==> config.mk <==
export PLATFORM = sky130hd
export DESIGN_NAME = properties_line_parser_flat
export DESIGN_NICKNAME = d
export VERILOG_FILES = /design/src/plp_pkg.sv /design/src/plp_if.sv /design/src/plp_front.sv /design/src/plp_queue.sv /design/src/plp_back.sv /design/src/properties_line_parser.sv /design/src/flat_wrapper.sv
export SDC_FILE = /design/constraint.sdc
export NUM_CORES = 1
export LEC_CHECK = 0
export BUFFER_PORTS_ARGS = -buffer_cell sky130_fd_sc_hd__buf_2
export CORE_AREA = 2 2 132 134
export CTS_CLUSTER_SIZE = 30
export DETAILED_ROUTE_END_ITERATION = 8
export DIE_AREA = 0 0 134 136
export HOLD_SLACK_MARGIN = 0.08
export PLACE_DENSITY_LB_ADDON = 0.08
export SYNTH_ARGS = -nofsm -noshare
export SYNTH_HDL_FRONTEND = slang
export SYNTH_HIERARCHICAL = 1
export SYNTH_SLANG_ARGS = --single-unit
==> constraint.sdc <==
create_clock -name clk -period 7.5 [get_ports clk]
set_input_delay 1.5 -clock clk [delete_from_list [all_inputs] [get_ports clk]]
set_output_delay 1.5 -clock clk [all_outputs]
set_load 0.05 [all_outputs]
==> src/plp_pkg.sv <==
// Shared types and constants of the properties line parser.
// No dependencies; the front, queue, back, top level and testbench import this package.
package plp_pkg;

  localparam int unsigned QUEUE_DEPTH = 4;
  localparam int unsigned QUEUE_AW    = 2;

  localparam logic [7:0] CH_EQUALS    = 8'h3D;
  localparam logic [7:0] CH_COLON     = 8'h3A;
  localparam logic [7:0] CH_HASH      = 8'h23;
  localparam logic [7:0] CH_BANG      = 8'h21;
  localparam logic [7:0] CH_TAB       = 8'h09;
  localparam logic [7:0] CH_SPACE     = 8'h20;
  localparam logic [7:0] CH_BACKSLASH = 8'h5C;

  typedef enum logic [1:0] {
    OP_NONE,
    OP_HOLD,
    OP_CLEAR,
    OP_EMIT
  } plp_op_t;

  typedef struct packed {
    plp_op_t    op;
    logic [7:0] ch;
    logic       val;
    logic       rec;
    logic       com;
    logic       ovf;
  } plp_cmd_t;

  typedef enum logic {
    PH_WS,
    PH_TAIL
  } plp_phase_t;

endpackage

==> src/plp_if.sv <==
// Handshake interfaces of the properties line parser: input bytes and results.
// Depends on nothing.
interface plp_in_if;
  logic       valid;
  logic       ready;
  logic [7:0] in_char;
  logic       line_end;

  modport source (output valid, output in_char, output line_end, input ready);
  modport sink   (input valid, input in_char, input line_end, output ready);
endinterface

interface plp_out_if;
  logic       valid;
  logic       ready;
  logic [7:0] out_char;
  logic       in_value;
  logic       record_end;
  logic       is_comment;
  logic       overflow;
  logic       last;

  modport source (output valid, output out_char, output in_value, output record_end,
                  output is_comment, output overflow, output last, input ready);
  modport sink   (input valid, input out_char, input in_value, input record_end,
                  input is_comment, input overflow, input last, output ready);
endinterface

==> src/plp_front.sv <==
// Front part: accepts bytes, tracks line state and turns bytes into queue commands.
// Depends on plp_pkg.
module plp_front #(
  parameter int unsigned HOLD_DEPTH = 16
) (
  input  logic              clk,
  input  logic              rst_n,
  input  logic              in_valid,
  output logic              in_ready,
  input  logic [7:0]        in_char,
  input  logic              line_end,
  input  logic              q_full,
  output logic              q_push,
  output plp_pkg::plp_cmd_t q_cmd
);
  import plp_pkg::*;

  localparam int unsigned CW = $clog2(HOLD_DEPTH + 1);
  localparam logic [CW-1:0] DEPTH_C = CW'(HOLD_DEPTH);

  logic          key_started_r, key_started_nxt;
  logic          value_field_r, value_field_nxt;
  logic          escape_r, escape_nxt;
  logic          ignore_r, ignore_nxt;
  logic          raw_r, raw_nxt;
  logic          visible_r, visible_nxt;
  logic [CW-1:0] cnt_r, cnt_nxt;
  logic          ovf_r, ovf_nxt;
  logic          is_ws, is_sep, is_cmt, do_emit;
  plp_op_t       op;

  assign in_ready = !q_full;

  always_comb begin
    key_started_nxt = key_started_r;
    value_field_nxt = value_field_r;
    escape_nxt      = escape_r;
    ignore_nxt      = ignore_r;
    raw_nxt         = raw_r;
    visible_nxt     = visible_r;
    cnt_nxt         = cnt_r;
    ovf_nxt         = ovf_r;
    op              = OP_NONE;
    do_emit         = 1'b0;
    is_ws  = (in_char == CH_SPACE) || (in_char == CH_TAB);
    is_cmt = (in_char == CH_HASH) || (in_char == CH_BANG);
    is_sep = (in_char == CH_EQUALS) || (in_char == CH_COLON);

    if (!ignore_r) begin
      if (is_ws) begin
        if (key_started_r) begin
          escape_nxt = 1'b0;
          raw_nxt    = 1'b1;
          if (visible_r) begin
            if (cnt_r < DEPTH_C) begin
              op      = OP_HOLD;
              cnt_nxt = cnt_r + CW'(1);
            end else begin
              ovf_nxt = 1'b1;
            end
          end
        end
      end else begin
        key_started_nxt = 1'b1;
        if (is_sep || is_cmt) begin
          if (escape_r) begin
            escape_nxt = 1'b0;
            do_emit    = 1'b1;
          end else if (is_cmt) begin
            if (!raw_r) begin
              ignore_nxt = 1'b1;
            end else begin
              do_emit = 1'b1;
            end
          end else if (value_field_r) begin
            do_emit = 1'b1;
          end else begin
            value_field_nxt = 1'b1;
            raw_nxt         = 1'b0;
            visible_nxt     = 1'b0;
            cnt_nxt         = '0;
            op              = OP_CLEAR;
          end
        end else if (in_char == CH_BACKSLASH) begin
          if (escape_r) begin
            escape_nxt = 1'b0;
            do_emit    = 1'b1;
          end else begin
            escape_nxt = 1'b1;
          end
        end else begin
          escape_nxt = 1'b0;
          do_emit    = 1'b1;
        end
      end
    end

    if (do_emit) begin
      op          = OP_EMIT;
      cnt_nxt     = '0;
      raw_nxt     = 1'b1;
      visible_nxt = 1'b1;
    end

    q_cmd.ch  = in_char;
    q_cmd.val = value_field_r;
    q_cmd.rec = line_end;
    q_cmd.com = ignore_nxt;
    q_cmd.ovf = ovf_nxt;
    if (line_end && op != OP_EMIT) begin
      q_cmd.op = OP_NONE;
    end else begin
      q_cmd.op = op;
    end
    q_push = in_valid && in_ready && ((op != OP_NONE) || line_end);

    if (line_end) begin
      key_started_nxt = 1'b0;
      value_field_nxt = 1'b0;
      escape_nxt      = 1'b0;
      ignore_nxt      = 1'b0;
      raw_nxt         = 1'b0;
      visible_nxt     = 1'b0;
      cnt_nxt         = '0;
      ovf_nxt         = 1'b0;
    end
  end

  always_ff @(posedge clk) begin
    if (!rst_n) begin
      key_started_r <= 1'b0;
      value_field_r <= 1'b0;
      escape_r      <= 1'b0;
      ignore_r      <= 1'b0;
      raw_r         <= 1'b0;
      visible_r     <= 1'b0;
      cnt_r         <= '0;
      ovf_r         <= 1'b0;
    end else if (in_valid && in_ready) begin
      key_started_r <= key_started_nxt;
      value_field_r <= value_field_nxt;
      escape_r      <= escape_nxt;
      ignore_r      <= ignore_nxt;
      raw_r         <= raw_nxt;
      visible_r     <= visible_nxt;
      cnt_r         <= cnt_nxt;
      ovf_r         <= ovf_nxt;
    end
  end

endmodule

==> src/plp_queue.sv <==
// Short command queue between the front and back parts of the parser.
// Depends on plp_pkg.
module plp_queue (
  input  logic              clk,
  input  logic              rst_n,
  input  logic              push,
  input  plp_pkg::plp_cmd_t push_cmd,
  output logic              full,
  input  logic              pop,
  output logic              head_valid,
  output plp_pkg::plp_cmd_t head_cmd
);
  import plp_pkg::*;

  localparam int unsigned NW = QUEUE_AW + 1;

  plp_cmd_t            slot_r [QUEUE_DEPTH];
  logic [QUEUE_AW-1:0] wr_ptr_r, rd_ptr_r;
  logic [NW-1:0]       num_r;
  logic                do_push, do_pop;

  assign full       = (num_r == NW'(QUEUE_DEPTH));
  assign head_valid = (num_r != '0);
  assign head_cmd   = slot_r[rd_ptr_r];
  assign do_push    = push && !full;
  assign do_pop     = pop && head_valid;

  always_ff @(posedge clk) begin
    if (do_push) begin
      slot_r[wr_ptr_r] <= push_cmd;
    end
  end

  always_ff @(posedge clk) begin
    if (!rst_n) begin
      wr_ptr_r <= '0;
      rd_ptr_r <= '0;
      num_r    <= '0;
    end else begin
      if (do_push) begin
        wr_ptr_r <= wr_ptr_r + QUEUE_AW'(1);
      end
      if (do_pop) begin
        rd_ptr_r <= rd_ptr_r + QUEUE_AW'(1);
      end
      if (do_push && !do_pop) begin
        num_r <= num_r + NW'(1);
      end else if (do_pop && !do_push) begin
        num_r <= num_r - NW'(1);
      end
    end
  end

endmodule

==> src/plp_back.sv <==
// Back part: keeps the held whitespace buffer and drives the result register.
// Depends on plp_pkg; takes commands from plp_queue.
module plp_back #(
  parameter int unsigned HOLD_DEPTH = 16
) (
  input  logic              clk,
  input  logic              rst_n,
  input  logic              head_valid,
  input  plp_pkg::plp_cmd_t head_cmd,
  output logic              pop,
  output logic              out_valid,
  input  logic              out_ready,
  output logic [7:0]        out_char,
  output logic              in_value,
  output logic              record_end,
  output logic              is_comment,
  output logic              overflow,
  output logic              last
);
  import plp_pkg::*;

  localparam int unsigned CW = $clog2(HOLD_DEPTH + 1);
  localparam int unsigned AW = (HOLD_DEPTH > 1) ? $clog2(HOLD_DEPTH) : 1;

  logic [7:0]    hold_mem [HOLD_DEPTH];
  logic [CW-1:0] cnt_r, cnt_nxt;
  logic [CW-1:0] idx_r, idx_nxt;
  plp_phase_t    phase_r, phase_nxt;
  logic          out_v_r;
  logic          can_load, load, load_ws, done;
  logic [7:0]    ld_char;
  logic          ld_val, ld_rec, ld_com, ld_ovf, ld_last;

  assign can_load  = !out_v_r || out_ready;
  assign out_valid = out_v_r;
  assign pop       = done;

  always_comb begin
    cnt_nxt   = cnt_r;
    idx_nxt   = idx_r;
    phase_nxt = phase_r;
    load      = 1'b0;
    load_ws   = 1'b0;
    done      = 1'b0;
    ld_char   = head_cmd.ch;
    ld_val    = head_cmd.val;
    ld_rec    = 1'b0;
    ld_com    = 1'b0;
    ld_ovf    = 1'b0;
    ld_last   = 1'b0;
    if (head_valid) begin
      if (head_cmd.op == OP_EMIT && phase_r == PH_WS && idx_r < cnt_r) begin
        if (can_load) begin
          load    = 1'b1;
          load_ws = 1'b1;
          idx_nxt = idx_r + CW'(1);
        end
      end else if (head_cmd.op == OP_EMIT && phase_r == PH_WS) begin
        if (can_load) begin
          load    = 1'b1;
          ld_last = !head_cmd.rec;
          if (head_cmd.rec) begin
            phase_nxt = PH_TAIL;
          end else begin
            done = 1'b1;
          end
        end
      end else if (head_cmd.rec) begin
        if (can_load) begin
          load    = 1'b1;
          ld_char = '0;
          ld_val  = 1'b0;
          ld_rec  = 1'b1;
          ld_com  = head_cmd.com;
          ld_ovf  = head_cmd.ovf;
          ld_last = 1'b1;
          done    = 1'b1;
        end
      end else begin
        done = 1'b1;
      end
    end
    if (done) begin
      idx_nxt   = '0;
      phase_nxt = PH_WS;
      if (head_cmd.op == OP_HOLD && !head_cmd.rec) begin
        cnt_nxt = cnt_r + CW'(1);
      end else begin
        cnt_nxt = '0;
      end
    end
  end

  always_ff @(posedge clk) begin
    if (!rst_n) begin
      cnt_r   <= '0;
      idx_r   <= '0;
      phase_r <= PH_WS;
      out_v_r <= 1'b0;
    end else begin
      cnt_r   <= cnt_nxt;
      idx_r   <= idx_nxt;
      phase_r <= phase_nxt;
      if (load) begin
        out_v_r <= 1'b1;
      end else if (out_ready) begin
        out_v_r <= 1'b0;
      end
    end
  end

  always_ff @(posedge clk) begin
    if (done && head_cmd.op == OP_HOLD) begin
      hold_mem[cnt_r[AW-1:0]] <= head_cmd.ch;
    end
  end

  always_ff @(posedge clk) begin
    if (load) begin
      if (load_ws) begin
        out_char <= hold_mem[idx_r[AW-1:0]];
      end else begin
        out_char <= ld_char;
      end
      in_value   <= ld_val;
      record_end <= ld_rec;
      is_comment <= ld_com;
      overflow   <= ld_ovf;
      last       <= ld_last;
    end
  end

endmodule

==> src/properties_line_parser.sv <==
// Top level of the properties line parser: front, command queue and back.
// Depends on plp_pkg, plp_if, plp_front, plp_queue and plp_back.
//
//   channel  | dir | beat
//   in_bus   | in  | in_char, line_end
//   out_bus  | out | out_char, in_value, record_end, is_comment, overflow, last
//
// The front takes one byte per cycle while the four-entry command queue has room.
// For a visible byte the back first sends each held blank, then the byte itself;
// a line end adds the record end as a result of its own. A held blank or a key
// separator is taken by the back without yielding a result.
// Reset is synchronous and clears all line state; there is no clearing pass.
// A stalled output holds the back, which fills the queue and then stalls input.
module properties_line_parser #(
  parameter int unsigned HOLD_DEPTH = 16
) (
  input logic       clk,
  input logic       rst_n,
  plp_in_if.sink    in_bus,
  plp_out_if.source out_bus
);
  import plp_pkg::*;

  logic     q_full, q_push, q_pop, q_head_valid;
  plp_cmd_t q_cmd, q_head;

  plp_front #(.HOLD_DEPTH(HOLD_DEPTH)) u_front (
    .clk      (clk),
    .rst_n    (rst_n),
    .in_valid (in_bus.valid),
    .in_ready (in_bus.ready),
    .in_char  (in_bus.in_char),
    .line_end (in_bus.line_end),
    .q_full   (q_full),
    .q_push   (q_push),
    .q_cmd    (q_cmd)
  );

  plp_queue u_queue (
    .clk        (clk),
    .rst_n      (rst_n),
    .push       (q_push),
    .push_cmd   (q_cmd),
    .full       (q_full),
    .pop        (q_pop),
    .head_valid (q_head_valid),
    .head_cmd   (q_head)
  );

  plp_back #(.HOLD_DEPTH(HOLD_DEPTH)) u_back (
    .clk        (clk),
    .rst_n      (rst_n),
    .head_valid (q_head_valid),
    .head_cmd   (q_head),
    .pop        (q_pop),
    .out_valid  (out_bus.valid),
    .out_ready  (out_bus.ready),
    .out_char   (out_bus.out_char),
    .in_value   (out_bus.in_value),
    .record_end (out_bus.record_end),
    .is_comment (out_bus.is_comment),
    .overflow   (out_bus.overflow),
    .last       (out_bus.last)
  );

endmodule

==> src/flat_wrapper.sv <==
// flat-port wrapper written by rule: the top's interface ports become plain ports
module properties_line_parser_flat import plp_pkg::*;
#(
  parameter int unsigned HOLD_DEPTH = 16
)
  (clk, rst_n, in_bus_valid, in_bus_in_char, in_bus_line_end, in_bus_ready, out_bus_valid, out_bus_out_char, out_bus_in_value, out_bus_record_end, out_bus_is_comment, out_bus_overflow, out_bus_last, out_bus_ready);
  plp_in_if in_bus_i ();
  plp_out_if out_bus_i ();
  input logic clk;
  input logic rst_n;
  input wire logic [$bits(in_bus_i.valid)-1:0] in_bus_valid;
  input wire logic [$bits(in_bus_i.in_char)-1:0] in_bus_in_char;
  input wire logic [$bits(in_bus_i.line_end)-1:0] in_bus_line_end;
  output wire logic [$bits(in_bus_i.ready)-1:0] in_bus_ready;
  output wire logic [$bits(out_bus_i.valid)-1:0] out_bus_valid;
  output wire logic [$bits(out_bus_i.out_char)-1:0] out_bus_out_char;
  output wire logic [$bits(out_bus_i.in_value)-1:0] out_bus_in_value;
  output wire logic [$bits(out_bus_i.record_end)-1:0] out_bus_record_end;
  output wire logic [$bits(out_bus_i.is_comment)-1:0] out_bus_is_comment;
  output wire logic [$bits(out_bus_i.overflow)-1:0] out_bus_overflow;
  output wire logic [$bits(out_bus_i.last)-1:0] out_bus_last;
  input wire logic [$bits(out_bus_i.ready)-1:0] out_bus_ready;
  assign in_bus_i.valid = in_bus_valid;
  assign in_bus_i.in_char = in_bus_in_char;
  assign in_bus_i.line_end = in_bus_line_end;
  assign in_bus_ready = in_bus_i.ready;
  assign out_bus_valid = out_bus_i.valid;
  assign out_bus_out_char = out_bus_i.out_char;
  assign out_bus_in_value = out_bus_i.in_value;
  assign out_bus_record_end = out_bus_i.record_end;
  assign out_bus_is_comment = out_bus_i.is_comment;
  assign out_bus_overflow = out_bus_i.overflow;
  assign out_bus_last = out_bus_i.last;
  assign out_bus_i.ready = out_bus_ready;
  properties_line_parser #(.HOLD_DEPTH(HOLD_DEPTH)) u_core (.clk(clk), .rst_n(rst_n), .in_bus(in_bus_i), .out_bus(out_bus_i));
endmodule
* Word-level counts from Yosys, hierarchy flattened
Memory sizes are Yosys's and may differ from the RTL's. A register that Yosys moved wholly into a read port is not among the register bits.
Index checks and enable logic that the tools add are counted.
** Cells by class
- Multiplexer cells :: 112
- Multiply operators :: 0
- Equality and inequality tests :: 27
- Reduce and logical (&&, ||, !) cells :: 41
- $lt $le $gt $ge :: 2
- $add $sub $neg :: 7
- Div/mod/pow operators :: 0
- Bitwise logic cells :: 6
- Shift-type cells :: 0
** Operator list (number)
- 1-bit two-way mux :: 80
- 5-bit two-way mux :: 12
- 8-bit two-way mux :: 6
- 8-bit by 6-bit equality test with 1-bit output (second input constant) :: 5
- 2-bit two-way mux :: 10
- 5-bit by 1-bit adder with 5-bit output (second input constant) :: 3
- 3-bit by 2-bit != test with 1-bit output (second input constant) :: 5
- 7-bit AND reduction :: 2
- 4-bit by 2-bit != test with 1-bit output (second input constant) :: 3
- 4-bit by 3-bit != test with 1-bit output (second input constant) :: 3
- 1-bit logical AND :: 11
- 2-bit != test (second input constant) :: 5
- 3-bit AND reduction :: 3
- 9-bit AND reduction :: 1
- 8-bit by 4-bit equality test with 1-bit output (second input constant) :: 1
- 8-bit by 7-bit equality test with 1-bit output (second input constant) :: 1
- 4-bit two-way mux :: 2
- 2-bit nonzero test :: 4
- 1-bit logical OR :: 6
- 3-bit two-way mux :: 2
- 1-bit NOT :: 6
- 6-bit AND reduction :: 1
- 3-bit nonzero test :: 2
- 1-bit logical NOT :: 5
- 14 further kinds :: 16
** Storage, ports and cells
- Register bits after elaboration :: 44
- Output and inout port bits :: 15
- Memory bits (writable) :: 184
- Bits in latches :: 0
- Memory bits (read-only) :: 0
- Input port bits :: 13
- Memories :: 2
- Word-level logic and storage cells :: 218
** Memories
- u_core.u_back.hold_mem :: depth 16, width 8, read ports 1, clocked after Yosys merged registers in 1, wr ports 1, line plp_back.sv:25 : logic [7:0] hold_mem [HOLD_DEPTH];
- u_core.u_queue.slot_r :: depth 4, width 14, read ports 1, clocked after Yosys merged registers in 1, wr ports 1, line plp_queue.sv:17 : plp_cmd_t slot_r [QUEUE_DEPTH];

* Logic depth before layout (Yosys ltp)
Gate-level depths: netlist of run 1.
- Depth in word-level cells :: 16
- Mapped depth :: 15
- Mapped depth without buffers :: 13

* Cells and area by module
The synthesis of run 1 kept the hierarchy.
** By module, submodules not included
- plp_back :: seq. area each 4554.4 um^2, instances 1, area each 6426.2 um^2, cells an instance 362
- plp_queue :: seq. area each 1861.8 um^2, instances 1, area each 2523.7 um^2, cells an instance 121
- plp_front :: seq. area each 240.2 um^2, instances 1, area each 933.4 um^2, cells an instance 108

* Least setup slack after synthesis of run 1
Ideal clock, no wire load.
- Path kind :: input to register
- From :: input port in_bus_in_char[3]
- To :: register u_core.u_queue.num_r[2]
- Data required time :: 7.430 ns
- Cell stages on the path :: 12
- Setup slack :: 3.493 ns
- Arrival :: 3.937 ns
- Library setup time :: 0.070 ns
- Buffers on the path :: 1
- Cells stage by stage :: and3b_1 -> o211a_1 -> or2_4 -> o31ai_4 -> nor2b_1 -> buf_6 -> ha_1 -> inv_1 -> fa_1 -> xor2_1 -> or3_1 -> a21boi_1
** On the way
- Longest elaborated chain between the ends :: 15
- Elaborated cells on any way between the ends :: 32
- Classes of those cells :: eq/ne (7); mux (13); reduce/logical (12)
** Ends and longest elaborated chain
- from (decl) :: line flat_wrapper.sv:12 : input wire logic [$bits(in_bus_i.in_char)-1:0] in_bus_in_char;
- 8-bit by 6-bit equality test with 1-bit output :: line plp_front.sv:46 : is_cmt = (in_char == CH_HASH) || (in_char == CH_BANG);
- 1-bit logical OR :: line plp_front.sv:46
- 2-bit two-way mux / 1-bit two-way mux (equally long branches) :: line plp_front.sv:69 : end else if (is_cmt) begin
- 2-bit two-way mux / 1-bit two-way mux (equally long branches) :: line plp_front.sv:66 : if (escape_r) begin
- 2-bit two-way mux / 1-bit two-way mux (equally long branches) :: line plp_front.sv:65 : if (is_sep || is_cmt) begin
- 2-bit two-way mux / 1-bit two-way mux (equally long branches) :: line plp_front.sv:50 : if (is_ws) begin
- 2-bit two-way mux / 1-bit two-way mux (equally long branches) :: line plp_front.sv:49 : if (!ignore_r) begin
- 2-bit two-way mux * :: line plp_front.sv:98 : if (do_emit) begin
- 2-bit nonzero test * :: line plp_front.sv:115 : q_push = in_valid && in_ready && ((op != OP_NONE) || line_end);
- 1-bit logical OR * :: line plp_front.sv:115
- 1-bit logical AND * :: line plp_front.sv:115
- named net u_core.q_push :: line properties_line_parser.sv:24 : logic q_full, q_push, q_pop, q_head_valid;
- 1-bit logical AND * :: line plp_queue.sv:25 : assign do_push = push && !full;
- named net u_core.u_queue.do_push :: line plp_queue.sv:20 : logic do_push, do_pop;
- 1-bit logical NOT :: line plp_queue.sv:48 : end else if (do_pop && !do_push) begin
- 1-bit logical AND :: line plp_queue.sv:48
- 2-bit nonzero test (no line)
- to (signal assigned) :: line plp_queue.sv:47 : num_r <= num_r + NW'(1);
- to (signal assigned) :: line plp_queue.sv:49 : num_r <= num_r - NW'(1);
- to (decl) :: line plp_queue.sv:19 : logic [NW-1:0] num_r;
Mark *: on every way through the listed nets, which the timed path passes. The rest lies on a longest branch.
A chain may end at the register's enable or synchronous reset.

* Final worst setup path of run 1
- From :: input port in_bus_in_char[5]
- To :: register u_core.u_queue.num_r[2]
** On the way
- Longest elaborated chain between the ends :: 15
- Elaborated cells on any way between the ends :: 32
- Classes of those cells :: eq/ne (7); mux (13); reduce/logical (12)
** Ends and longest elaborated chain (line)
- 8-bit by 6-bit equality test with 1-bit output :: plp_front.sv:46
- 1-bit logical OR :: plp_front.sv:46
- 2-bit two-way mux / 1-bit two-way mux (equally long branches) :: plp_front.sv:69
- 2-bit two-way mux / 1-bit two-way mux (equally long branches) :: plp_front.sv:66
- 2-bit two-way mux / 1-bit two-way mux (equally long branches) :: plp_front.sv:65
- 2-bit two-way mux / 1-bit two-way mux (equally long branches) :: plp_front.sv:50
- 2-bit two-way mux / 1-bit two-way mux (equally long branches) :: plp_front.sv:49
- 2-bit two-way mux * :: plp_front.sv:98
- 2-bit nonzero test * :: plp_front.sv:115
- 1-bit logical OR * :: plp_front.sv:115
- 1-bit logical AND * :: plp_front.sv:115
- named net u_core.q_push :: properties_line_parser.sv:24
- 1-bit logical AND * :: plp_queue.sv:25
- 1-bit logical NOT :: plp_queue.sv:48
- 1-bit logical AND :: plp_queue.sv:48
- 2-bit nonzero test (no line)
Marks and branches as above.

==> results of run 1 <==
## synthesized netlist by cell type, types with 3 or more instances
cell and number:
sky130_fd_sc_hd__nand2b_1 3, sky130_fd_sc_hd__and2_1 12, sky130_fd_sc_hd__nor2b_1 7, sky130_fd_sc_hd__o21ai_1 7
sky130_fd_sc_hd__buf_2 3, sky130_fd_sc_hd__nand3b_1 5, sky130_fd_sc_hd__nand2_1 22, sky130_fd_sc_hd__nor2_1 37
sky130_fd_sc_hd__o21ai_0 12, sky130_fd_sc_hd__nor3_1 7, sky130_fd_sc_hd__buf_4 12, sky130_fd_sc_hd__mux4_2 27
sky130_fd_sc_hd__a31oi_1 3, sky130_fd_sc_hd__nor3b_1 4, sky130_fd_sc_hd__mux2_2 8, sky130_fd_sc_hd__and3b_1 4
sky130_fd_sc_hd__a21oi_1 20, sky130_fd_sc_hd__or3_1 5, sky130_fd_sc_hd__buf_6 4, sky130_fd_sc_hd__and4bb_2 3
sky130_fd_sc_hd__edfxtp_1 197, sky130_fd_sc_hd__inv_1 16, sky130_fd_sc_hd__buf_12 3, sky130_fd_sc_hd__xnor2_1 4
sky130_fd_sc_hd__mux4_1 19, sky130_fd_sc_hd__clkbuf_1 9, sky130_fd_sc_hd__ha_1 15, sky130_fd_sc_hd__o21a_1 4
sky130_fd_sc_hd__dfxtp_1 37, sky130_fd_sc_hd__mux2i_1 13, sky130_fd_sc_hd__nand3_1 20
## per-layer routing
metal	routed length [um]	up-vias	global-route usage, %
met3	816	27	2.87
met1	7750	2674	26.9
li1	-	2370	-
met2	9620	115	37.4
met5	0	-	0
met4	327	0	5.97
## how the worst min path moves through the flow
stage | slack, ns | end | from | cells after the start
floorplan | 0.42 | u_core/u_back/phase_r | u_core/u_back/phase_r | 2
global placement | 0.44 | u_core/u_back/phase_r | u_core/u_back/phase_r | 2
detailed placement | 0.44 | u_core/u_back/phase_r | u_core/u_back/phase_r | 2
CTS | 0.45 | u_core/u_back/phase_r | u_core/u_back/phase_r | 2
global route | 0.47 | u_core/u_back/phase_r | u_core/u_back/phase_r | 2
finish | 0.45 | u_core/u_back/phase_r | u_core/u_back/phase_r | 2
## layout by cell type (no fill, tap or decap), types with 12 or more instances in the layout
cell	count
sky130_fd_sc_hd__edfxtp_1	197
sky130_fd_sc_hd__nor2_1	37
sky130_fd_sc_hd__dfxtp_1	35
sky130_fd_sc_hd__buf_2	27
sky130_fd_sc_hd__mux4_2	27
sky130_fd_sc_hd__clkbuf_16	25
sky130_fd_sc_hd__nand2_1	22
sky130_fd_sc_hd__nand3_1	20
sky130_fd_sc_hd__a21oi_1	20
sky130_fd_sc_hd__mux4_1	19
sky130_fd_sc_hd__inv_1	16
sky130_fd_sc_hd__ha_1	15
sky130_fd_sc_hd__mux2i_1	13
sky130_fd_sc_hd__and2_1	12
sky130_fd_sc_hd__o21ai_0	12
## worst register-to-register path, stage by stage (launching register included)
cell,delay [ns]
sky130_fd_sc_hd__dfxtp_1,0.94
sky130_fd_sc_hd__mux4_2,0.43
sky130_fd_sc_hd__and3b_1,0.29
sky130_fd_sc_hd__nand2_1,0.10
sky130_fd_sc_hd__a31oi_1,0.44
sky130_fd_sc_hd__nor2_1,0.21
sky130_fd_sc_hd__o31ai_2,0.13
sky130_fd_sc_hd__ha_1,0.24
sky130_fd_sc_hd__inv_1,0.07
sky130_fd_sc_hd__fa_1,0.38
sky130_fd_sc_hd__xor2_1,0.17
sky130_fd_sc_hd__or3_1,0.31
sky130_fd_sc_hd__a21boi_1,0.16
## sequential cells by signal, summed over array words and instances, names as in the netlist, 3 cells and up, named ones only
register,cells
u_core/u_back/hold_mem,128
u_core/u_queue/slot_r,56
u_core/u_back/out_char,8
u_core/u_back/cnt_r,5
u_core/u_back/idx_r,5
u_core/u_front/cnt_r,5
u_core/u_queue/num_r,3
## where the power goes
group | internal [mW] | switching [mW]
combinational | 0.214 | 0.507
clock | 0.673 | 0.479
sequential | 1.67 | 0.0677
total | 2.56 | 1.05
## kinds of logic (layout without fill, tap and decap cells)
logic type / after synthesis / count (layout) / synth area share, %
flip-flops: 234 / 234 / 67.4
buffers and inverters: 51 / 91 / 3.41
AND/OR/NAND/NOR: 146 / 146 / 8.19
XOR/XNOR: 6 / 6 / 0.532
adder cells (fa/ha/maj): 16 / 16 / 2.10
multiplexers: 67 / 67 / 13.4
AO/OA/AOI/OAI: 71 / 71 / 4.99
## stage by stage
stage	setup WS [ns]	utilization (%)	area [sq um]	hold slack (ns)	power, mW
after floorplan	3.49	-	9880	0.421	2.30
after global placement	2.81	59.6	10100	0.437	2.47
after detailed placement	2.64	59.6	10100	0.444	2.50
after CTS	3.17	64.2	10800	0.453	3.65
after global routing	3.04	64.2	10800	0.466	3.76
final	3.17	64.2	10800	0.454	3.61
## area by class of cell
class                           count  area share (%)
Tap cell                          225            2.60
Clock inverter                     19            1.35
Timing Repair Buffer               31            1.52
Sequential cell                   234            61.5
Multi-Input combinational cell    306            26.7
Inverter                           16           0.554
Clock buffer                       25            5.78
==> summary.md, run 1 <==
| Metric | Value |
|---|---|
| Outcome | `finished clean` |
| Mean Syn Cell Area | `16.7 sq um` |
| Share of final-layout standard cells stronger than drive strength 1 | `19.5%` |
| CTS H-tree lvls | `1` |
| CP startpoint | `in_bus_in_char[5]` |
| Gr ovfl total | `0` |
| Area growth syn-to-layout | `9.61%` |
| Cell count after synthesis | `591` |
| Worst slew margin relative to its limit | `29.1%` |
| Class of the tightest hold or removal check | `reg2reg` |
| Number of nets produced by synthesis | `620` |
| Max rail drop VDD | `0.241 mV` |
| Post-synth EDFFs | `197` |
| Slew at the pin closest to its max-slew limit | `1.06 ns` |
| Port Buffer Count | `27` |
| Final-layout setup total negative slack | `0 ns` |
| Total track usage | `20.9%` |
| Initial antenna violation count | `0` |
| Power per cell area | `333 nW/um^2` |
| Number of fill cells in the layout | `1209` |
| DR iter-0 viols | `278` |
| Clock latency of the later-clocked register in the worst-skew pair | `0.51 ns` |
| Number of post-CTS setup repair buffers | `0` |
| Die area | `18200 sq um` |
| Number of nets in the layout | `642` |
| Number of buffers added to fix hold violations after cts | `0` |
| Combined flip-flop and latch cell area | `6660 sq um` |
| Largest fanout of any net on the critical path | `12` |
| Endpoint kind of the worst setup timing path | `flip-flop` |
| Unrepaired setup endpoints after global routing | `no` |
| Post-cts sizing count | `0` |
| Cell at the slowest stage of the critical path | `sky130_fd_sc_hd__nor2b_1` |
| Worst Setup EP | `u_core/u_queue/num_r[2]` |
| Routed via count divided by cell count | `6.06` |
| Stage delay of the slowest cell on the critical path | `0.46 ns` |
| Largest cells by area after synthesis | `sky130_fd_sc_hd__edfxtp_1 60%, sky130_fd_sc_hd__dfxtp_1 7.5%, sky130_fd_sc_hd__mux4_2 6.2%` |
| Synth async-reset ratio | `0%` |
| Sink count of the clock tree | `234` |
| CTS root buffer | `sky130_fd_sc_hd__clkbuf_16` |
| CORE AREA | `16900 sq um` |
| Detailed placer's ending HPWL | `11.8 mm` |
| Sequential cell area fraction in the yosys report | `67.4%` |
| Most frequently used flop master after synthesis | `sky130_fd_sc_hd__edfxtp_1` |
| Worst Path Buf+Inv | `2` |
| Kind of start point of the critical path | `input pin` |
| DR DRC count | `0` |
| Starting utilization of the core area | `58.6%` |
| CP Data Arrival Time | `4.77 ns` |
| Vertical die dimension | `136 um` |
| Max-slew violations | `0` |
| Placed instance count | `812` |
| Post-synthesis instance area | `9880 sq um` |
| Maximum number of pins on one net before global-route repair | `33` |
| Detailed Routing Iterations Pass 1 | `5` |
| R2R setup slack | `3.56 ns` |
| Average routed wire per standard cell | `21.6 um` |
| Number of buffers added by the clock tree synthesis step | `24` |
| Seq cells post-synth | `234` |
| Number of distinct standard cells referenced by the synthesized netlist | `69` |
| Cell class contributing the biggest share of worst-path delay | `simple AND/OR/NAND/NOR gates` |
| Final hold violation count | `0` |
| Multi-input combinational cell area | `2900 sq um` |
| Total wire length after detailed routing | `18.5 mm` |
| Worst Reg-to-Reg Cells | `12` |
| Final min period | `4.33 ns` |
| Placer's final routability congestion estimate | `0.869` |
| Timing-limited maximum frequency | `231 MHz` |
| Non-filler cells in the finished layout | `856` |
| Reg clk slew, reported paths | `0.06 ns` |
| Total via count after detailed routing | `5186` |
| Final Setup Violations | `0` |
| Die span in x | `134 um` |
| Synth top area share | `59.9%` |
| Vias in the first global route | `5259` |
| Number of nets still failing antenna checks after routing | `0` |
| RR Endpoint | `u_core/u_queue/num_r[2]` |
| Antenna cells | `0` |
| Warnings, synthesis | `6` |
| Cell type contributing the most total cell area after synthesis | `sky130_fd_sc_hd__edfxtp_1` |
| First-pass GRT wire length | `29.0 mm` |
| Worst Clk Skew | `0.00756 ns` |
| Leakage | `3.58 nW` |
| I/O Pins | `28` |
| Floorplan row count | `48` |
| Levels on crit path | `12` |
| Crit path cell chain | `buf_2 > and3b_1 > o211a_1 > or2_4 > o31ai_4 > nor2b_1 > ha_1 > inv_1 > fa_1 > xor2_1 > or3_1 > a21boi_1` |
| Kind of critical path | `in2reg` |
| Max-capacitance violation count | `0` |
| TritonCTS clock tree | `yes` |
| Fraction of the cycle the final worst path needs | `57.8%` |
| Crit path required time | `7.94 ns` |
| Clk buf depth | `3` |
(Power assumes the default switching activity.)
==> run 2, diff against run 1 <==
Settings changed: CORE_AREA 2 2 132 134 to 2 2 136 138, DIE_AREA 0 0 134 136 to 0 0 138 140.
Clock period 7.5 ns to 3.5 ns, I/O delays scaled along.
==> run 2 against run 1 <==
Effect of this change: hold slack worse by 0.014 ns; register-to-register slack worse by 3.2 ns; clock skew is 0.020 ns higher; sequential share of layout area is 1.1 points lower; critical path type is now reg2reg; critical endpoint unchanged.
==> summary.md, run 2 (synthesis gave the netlist of run 1 again) <==
| Metric | Value |
|---|---|
| CTS root buffer | `sky130_fd_sc_hd__clkbuf_16` |
| Port Buffer Count | `27` |
| Antenna cells | `0` |
| Outcome | `finished clean` |
| Unrepaired setup endpoints after global routing | `no` |
| Number of nets still failing antenna checks after routing | `0` |
| Fraction of the cycle the final worst path needs | `89.0%` |
| Share of final-layout standard cells stronger than drive strength 1 | `22.1%` |
| Worst Clk Skew | `0.0279 ns` |
| Detailed placer's ending HPWL | `12.1 mm` |
| R2R setup slack | `0.38 ns` |
| CP Data Arrival Time | `3.55 ns` |
| Worst Path Buf+Inv | `2` |
| Clk buf depth | `3` |
| Cell internal power dissipation | `5.42 mW` |
| Fraction of the core area covered by cells at the end of the flow | `62.0%` |
| Crit path cell chain | `inv_1 > ha_1 > a21oi_1 > o21ai_0 > a31oi_1 > nor2_1 > o31ai_2 > ha_1 > inv_1 > fa_1 > xor2_1 > or3_1 > a21boi_1` |
| Number of buffers added by the clock tree synthesis step | `24` |
| Total track usage | `19.6%` |
| Switch Pwr | `2.27 mW` |
| Max-slew violations | `0` |
| Endpoint kind of the worst setup timing path | `flip-flop` |
| Placed instance count | `846` |
| Max-capacitance violation count | `0` |
| Beginning of the worst register-to-register path | `u_core/u_back/cnt_r[2]` |
| WHS Endpoint | `u_core/u_queue/slot_r[3][8]` |
| Non-filler cells in the finished layout | `890` |
| Crit path required time | `3.94 ns` |
| Detailed Routing Iterations Pass 1 | `5` |
| Vias in the first global route | `5349` |
| Levels on crit path | `13` |
| Commonest cells after routing, fill and taps aside | `197 x sky130_fd_sc_hd__edfxtp_1, 37 x sky130_fd_sc_hd__nor2_1, 36 x sky130_fd_sc_hd__dfxtp_1` |
| Cell class contributing the biggest share of worst-path delay | `adder cells` |
| Flip-flop count of the largest register after layout | `128` |
| Share of total power consumed by net switching | `29.5%` |
| Worst slew margin relative to its limit | `30.4%` |
| Total power draw | `7.69 mW` |
| Slew at the pin closest to its max-slew limit | `1.04 ns` |
| DR DRC count | `0` |
| Total wire length after detailed routing | `18.6 mm` |
| Post-cts sizing count | `0` |
| Max rail drop VDD | `0.559 mV` |
| Cell at the slowest stage of the critical path | `sky130_fd_sc_hd__dfxtp_1` |
| RR Endpoint | `u_core/u_queue/num_r[2]` |
| Final min period | `3.12 ns` |
| Maximum number of pins on one net before global-route repair | `33` |
| Routed via count divided by cell count | `5.84` |
| Stage delay of the slowest cell on the critical path | `0.53 ns` |
| Starting utilization of the core area | `55.6%` |
| Total via count after detailed routing | `5202` |
| Worst hold path startpoint | `in_bus_in_char[4]` |
| Power per cell area | `698 nW/um^2` |
| Number of buffers added to fix hold violations after cts | `0` |
| DR iter-0 viols | `418` |
| Number of post-CTS setup repair buffers | `0` |
| Final-layout setup total negative slack | `0 ns` |
| Clock latency of the later-clocked register in the worst-skew pair | `0.52 ns` |
| First-pass GRT wire length | `29.6 mm` |
| I/O Pins | `28` |
| CTS H-tree lvls | `1` |
| Kind of start point of the critical path | `flip-flop` |
| Gr ovfl total | `0` |
| Hold Path Stages | `1` |
| Final Setup Violations | `0` |
| Worst Reg-to-Reg Cells | `13` |
| Area growth syn-to-layout | `11.5%` |
| Timing-limited maximum frequency | `321 MHz` |
| Reg power frac | `47.9%` |
| Sink count of the clock tree | `234` |
| Floorplan row count | `49` |
| Final hold violation count | `0` |
| Kind of critical path | `reg2reg` |
| Portion of total power attributed to combinational logic | `21.7%` |
| Average routed wire per standard cell | `20.8 um` |
| Number of nets in the layout | `672` |
| Most common library cell in the layout ignoring fill and taps | `sky130_fd_sc_hd__edfxtp_1` |
| Initial antenna violation count | `0` |
| Leakage | `3.71 nW` |
| Fraction of power consumed by the clock network | `30.5%` |
| Largest fanout of any net on the critical path | `11` |
| Die span in x | `138 um` |
| CORE AREA | `17800 sq um` |
| Placer's final routability congestion estimate | `0.830` |
| TritonCTS clock tree | `yes` |
| Class of the tightest hold or removal check | `in2reg` |
| Reg clk slew, reported paths | `0.06 ns` |
| Die area | `19300 sq um` |
| Vertical die dimension | `140 um` |
## run 2: changes by cell type in the layout (fill, tap and decap cells not counted), sizes merged
cell	change
buf	+30
bufinv	-1
clkbuf	+4
clkinv	-1
clkinvlp	-3
inv	+1
## run 2: worst max-delay path by stage
stage,to,from
final,u_core/u_queue/num_r[2],u_core/u_back/cnt_r[2]
after global routing,u_core/u_queue/num_r[2],u_core/u_back/cnt_r[2]
after CTS,u_core/u_queue/num_r[2],u_core/u_back/cnt_r[2]
after detailed placement,u_core/u_queue/num_r[2],in_bus_in_char[3]
after global placement,u_core/u_queue/num_r[2],in_bus_in_char[3]
after floorplan,u_core/u_queue/num_r[2],in_bus_in_char[3]
## run 2: stage by stage
step / setup WS, ns / hold WS (ns) / cell area, sq um
2_1_floorplan: 0.293 / 0.421 / 9880
3_3_place_gp: 0.125 / 0.435 / 10300
3_5_place_dp: 0.0697 / 0.439 / 10300
4_1_cts: 0.386 / 0.423 / 11000
5_1_grt: 0.0712 / 0.424 / 11000
6_report: 0.384 / 0.440 / 11000
## run 2: layer usage
metal	vias up	GRT usage, %	routed length (um)
met5	-	0	0
met2	107	34.8	9610
li1	2433	-	-
met4	0	6.23	443
met1	2627	25.4	7750
met3	35	2.67	750
## run 2: area by class of cell
| type | count | area [sq um] |
|---|---|---|
| Fill cell | 1318 | 6760 |
| Timing Repair Buffer | 61 | 390 |
| Multi-Input combinational cell | 306 | 2890 |
| Sequential cell | 234 | 6660 |
| Inverter | 16 | 60.1 |
| Clock buffer | 29 | 619 |
| Clock inverter | 15 | 115 |
| Tap cell | 229 | 287 |
## run 2: worst register-to-register path: stages (launching register included)
cell and delay (ns):
sky130_fd_sc_hd__dfxtp_1 0.53, sky130_fd_sc_hd__inv_1 0.15, sky130_fd_sc_hd__ha_1 0.33, sky130_fd_sc_hd__a21oi_1 0.14, sky130_fd_sc_hd__o21ai_0 0.13, sky130_fd_sc_hd__a31oi_1 0.24
sky130_fd_sc_hd__nor2_1 0.11, sky130_fd_sc_hd__o31ai_2 0.11, sky130_fd_sc_hd__ha_1 0.25, sky130_fd_sc_hd__inv_1 0.06, sky130_fd_sc_hd__fa_1 0.37, sky130_fd_sc_hd__xor2_1 0.18
sky130_fd_sc_hd__or3_1 0.31, sky130_fd_sc_hd__a21boi_1 0.14
## run 2: power by group through the flow
stage          Combinational, mW  Sequential, mW  Clock, mW
6_report                    1.67            3.68       2.34
5_1_grt                     1.82            3.71       2.51
4_1_cts                     1.70            3.68       2.40
3_5_place_dp                1.68            3.74          0
3_3_place_gp                1.64            3.73          0
2_1_floorplan              0.922            4.01          0
